**src/pal_enc_ram.sv**
```systemverilog
// Generic single-write, single-read RAM with registered read data.
module pal_enc_ram #(
    parameter int  WIDTH = 8,
    parameter int  DEPTH = 512,
    localparam int AW    = $clog2(DEPTH)
) (
    input  logic             clk,
    input  logic             we,
    input  logic [AW-1:0]    waddr,
    input  logic [WIDTH-1:0] wdata,
    input  logic             re,
    input  logic [AW-1:0]    raddr,
    output logic [WIDTH-1:0] rdata
);

    logic [WIDTH-1:0] mem [DEPTH];

    always_ff @(posedge clk)
    begin
        if (we)
        begin
            mem[waddr] <= wdata;
        end
        if (re)
        begin
            rdata <= mem[raddr];
        end
    end

endmodule

```
**config.mk**
```make
export PLATFORM = sky130hd
export DESIGN_NAME = pal_enc_ram
export DESIGN_NICKNAME = d
export VERILOG_FILES = /design/src/pal_enc_ram.sv
export SDC_FILE = /design/constraint.sdc
export NUM_CORES = 2
export LEC_CHECK = 0
export BUFFER_PORTS_ARGS = -buffer_cell sky130_fd_sc_hd__buf_2
export CORE_ASPECT_RATIO = 2
export CORE_MARGIN = 5
export CORE_UTILIZATION = 55
export CTS_CLUSTER_SIZE = 30
export DETAILED_ROUTE_END_ITERATION = 6
export GPL_TIMING_DRIVEN = 0
export HOLD_SLACK_MARGIN = 0.08
export PLACE_DENSITY_LB_ADDON = 0.08
export RECOVER_POWER = 50
export SETUP_SLACK_MARGIN = 0.15
export SYNTH_ARGS = -nofsm -noshare
export SYNTH_HDL_FRONTEND = slang
export SYNTH_SLANG_ARGS = --single-unit
```
**constraint.sdc**
```tcl
create_clock -name clk -period 2.47 [get_ports clk]
set_clock_uncertainty 0.05 [all_clocks]
set_input_delay 0.3705 -clock clk [delete_from_list [all_inputs] [get_ports clk]]
set_output_delay 0.3705 -clock clk [all_outputs]
set_load 0.01 [all_outputs]
```
==> Word-level counts from Yosys, hierarchy flattened <==
Memory sizes are Yosys's and may differ from the RTL's. A register that Yosys moved wholly into a read port is not among the register bits.
Cells that the tools add are included.
W data, S select, Z words.
{ "word_totals": {"inputBits": 29, "elab_cells": 3, "n_memories": 1, "mem_bits_rw": 4096, "reg_bits": 0, "output_inout_bits": 8} }
{ "op_classes": {"mux": 2} }
{ "memory_table": {"columns": ["memory", "words", "word_bits", "rd", "rd_ports_with_merged_regs", "wr", "line", "source"], "rows": [
  ["mem", 512, 8, 1, 1, 1, "16", "logic [WIDTH-1:0] mem [DEPTH];"]
]} }
{ "op_table": {"columns": ["cell", "count"], "rows": [
  ["$mux W1", 2]
]} }

==> Logic depth before layout (Yosys ltp) <==
{ "logic_depth": {"word_depth": 2, "ltp_mapped": 12, "depth_no_buf": 7} }

==> Worst setup path after synthesis <==
Ideal clock, no wire load.
{ "synth_path": {"path_kind": "input to register", "from": "in raddr[0]", "to": "reg rdata[0] (read register of mem) (data pin)", "path_stages": 10, "setup_ns": 0.257, "arrival_time_ns": 2.225, "path_buffers": 4, "setup_slack_ns": -0.062, "required_ns": 2.163, "path_cell_list": "buf_4 buf_12 buf_12 buf_2 mux4_2 o21ai_0 nand3_1 nand4_1 o21ai_0 o2111a_1"} }
{ "synth_rtl": {"columns": ["item", "line", "source"], "rows": [
  ["start, declared", "12", "input logic [AW-1:0] raddr,"],
  ["end, declared", "13", "output logic [WIDTH-1:0] rdata"]
]} }

==> Worst setup path in the final report <==
{ "layout_path": {"from": "in waddr[5]", "to": "mem mem[46][2], enable pin"} }
{ "layout_rtl": {"columns": ["item", "line", "source"], "rows": [
  ["start, declared", "9", "input logic [AW-1:0] waddr,"],
  ["end, declared", "16", null]
]} }
No word-level cell before the write port.

==> qor.yml <==
yosys:
  synth_nets: 8059
  synth-edff-count: 4104
  synth_area_um2: 160000
  synth-simple-area-share: 0.0263
  muxShareOfSynthArea: 0.142
  synth_warnings: 0
  yosysTopAreaCell: "edfxtp_1"
  yosys_register_bits: 4104
  yosys.area_share.adder: 0
  synth_cells: 8030
  async_flop_share: 0
  synth_common_cells: "edfxtp_1, mux2i_1, mux4_2"
  synth_compound_area_frac: 0.0431
  ys_seq_area_frac: 0.770
  post-synth-top-count-cell: "edfxtp_1"
  yosys.area_share.xor_xnor: 0
  ys_types: 50
  synthFlopType: "edfxtp_1"
  synth.avg_cell_area_um2: 19.9
  synth_top_area_share: 0.770
  synth_top_family_by_area: "multiplexers"
  synth_area_leaders: "edfxtp_1, mux4_2, mux2i_1, o221ai_1, nor2_1"
drt:
  drt-initial-drc-count: 13600
  drtPass1Iterations: 7
  drcViolationCount: 5
  routed_wl_um: 669000
  via_per_inst: 7.25
  wl_per_cell_um: 52.3
  ant_nets: 0
  vias: 92700
timing:
  setup_violations: 1386
  worstMarginPinSlew_ps: 2330
  whs_ps: 240
  period_share: 1.15
  max_freq_mhz: 352
  grt_setup_unrepaired: "true"
  setup_tns_ps: -173850
  slew_viol_final: 372
  relSlewSlack: -0.554
  setup_ws_ps: -372
  finalHoldViolCount: 0
  period_needed_ps: 2840
global_route:
  antenna_found_initial: 74
  grt_pass1_wl_um: 860000
  grt_max_degree: 156
  grt_pass1_vias: 90300
  grt_overflow: 0
  grtUsageTotal: 0.443
layout:
  syn_to_final_growth_pct: 15.6
  postLayoutCoreUtil: 0.638
  drive_gt1_frac: 0.267
  final_nets: 8655
floorplanning:
  num_io_pins: 37
  die_x_um: 391
  start_util: 0.552
  die_area_um2: 302000
  die_h_um: 773
  core-area_um2: 290000
  rows: 280
cts:
  cts_buffer_depth: 4
  cts.clk_slew.worst_paths_ps: 70
  cts_root_buf: "clkbuf_16"
  cts_tree: "done"
  worstSkewPairLatency_ps: 990
  numClockSinks: 4104
  cts_buffers: 352
  h-tree-depth: 5
pwr:
  leakage_nw: 58.4
  power_switching_mw: 34.1
  p_clk_frac: 0.388
  swShare: 0.237
  pwr-share-comb: 0.078
  seq_power_share: 0.534
  p_int_mw: 110
  powerDensity_nw_per_um2: 776
  ir_drop_mv: 0.898
hold_path:
  hp-class: "primary input to register"
  min_path_cells: 3
status:
  status: "finished, violations left"
  violations: "design-rule violations, max-capacitance violations, max-slew violations, negative setup slack"
place:
  io_buffers: 32
  routabilityCongestion: 1.17
  hpwl_um: 488000
worst_setup_path:
  crit_fanout: 10
  critPathKind: "primary input to register"
  reg2regPathDepth: 6
  crit_chain: "buf_2, nor2b_1, clkbuf_1, buf_12, nand2_1, clkbuf_1, nor2_1"
  crit_required_ps: 3040
  cp-end-kind: "register"
  worstPathArrival_ps: 3410
  cp-start-kind: "primary input"
  max_stage_delay_ps: 830
  cpMostUsedCell: "clkbuf_1"
  critPathSlowestCell: "nor2_1"
run:
  max_cap_violations: 7
-- worst max-delay path, delay by kind of cell --
family / cells / cell delay (ps)
simple gates: 3 / 1280
buf+inv: 4 / 1700
-- power groups by stage --
stage               logic (mW)  registers, mW  clock network, mW
floorplan                 3.69           78.2                  0
global placement          9.15           78.8                  0
detailed placement        9.59           78.2                  0
CTS                       10.5           76.7               55.6
global route              10.9           76.7               58.5
finish                    11.2           76.7               55.8
-- path summary, 6_finish.rpt --
check,endpoint,slack [ps],start
worst max-delay path,mem[46][2],-370,waddr[5]
worst min-delay path,mem[3][1],240,waddr[0]
worst max register to register,rdata[5],-310,mem[247][5]
worst min register to register,rdata[0],1240,mem[153][0]
-- through the flow --
stage	power, mW	cell area, um^2	setup WS, ps	std cells
2_1_floorplan	81.9	160000	59.6	8030
3_3_place_gp	88.0	165000	-6830	11900
3_5_place_dp	87.8	168000	-3570	12000
4_1_cts	143	184000	-176	12700
5_1_grt	146	185000	-213	12700
6_report	144	185000	-372	12800
-- layer usage --
layer	vias up	global-route usage	wire [um]
li1	34700	-	-
met1	47900	0.432	185000
met2	7379	0.702	318000
met3	2695	0.122	65400
met4	20	0.520	101000
met5	-	0.00223	215
-- sequential cells by signal, summed over array words and instances (netlist names) --
signal and flops:
mem 4096, rdata 8
-- cell families after synthesis --
group | after synthesis
flip-flops | 4104
AO/OA/AOI/OAI | 979
multiplexers | 1451
buffers and inverters | 516
AND/OR/NAND/NOR | 980
-- layout make-up --
class	count	area, um^2
sequential	4104	123000
fill	19800	105000
multi-input combinational	3410	37200
clock buffer	421	9240
buffer	512	5460
tap	3807	4760
timing repair buffer	243	3020
clock inverter	207	1890
antenna	79	198
inverter	3	15.0
-- cells in the final DEF, fill, tap and decap left out, types with 101 or more instances in the layout --
cell / synthesis / routed
o221ai_2: 1 / 114
clkbuf_16: 0 / 372
nor2_1: 597 / 441
buf_4: 70 / 131
o221ai_1: 371 / 232
clkbuf_1: 265 / 139
mux2i_1: 797 / 751
clkbuf_2: 0 / 101
a21oi_1: 194 / 132
nor2_2: 0 / 135
o22ai_1: 163 / 139
nor3_1: 109 / 101
edfxtp_1: 4104 / 4104
mux4_2: 654 / 654
-- what timing repair did --
| item | in CTS | in global routing |
|---|---|---|
| endpoints found under the hold margin | 730 | 36 |
| pin swaps | 73 | 46 |
| setup endpoints to repair | 1859 | 1355 |
| cloned | 0 | 1 |
| hold buffers | 10 | 3 |
| resized for setup | 1078 | 303 |
| buffers inserted | 57 | 34 |
(Power assumes the default switching activity.)
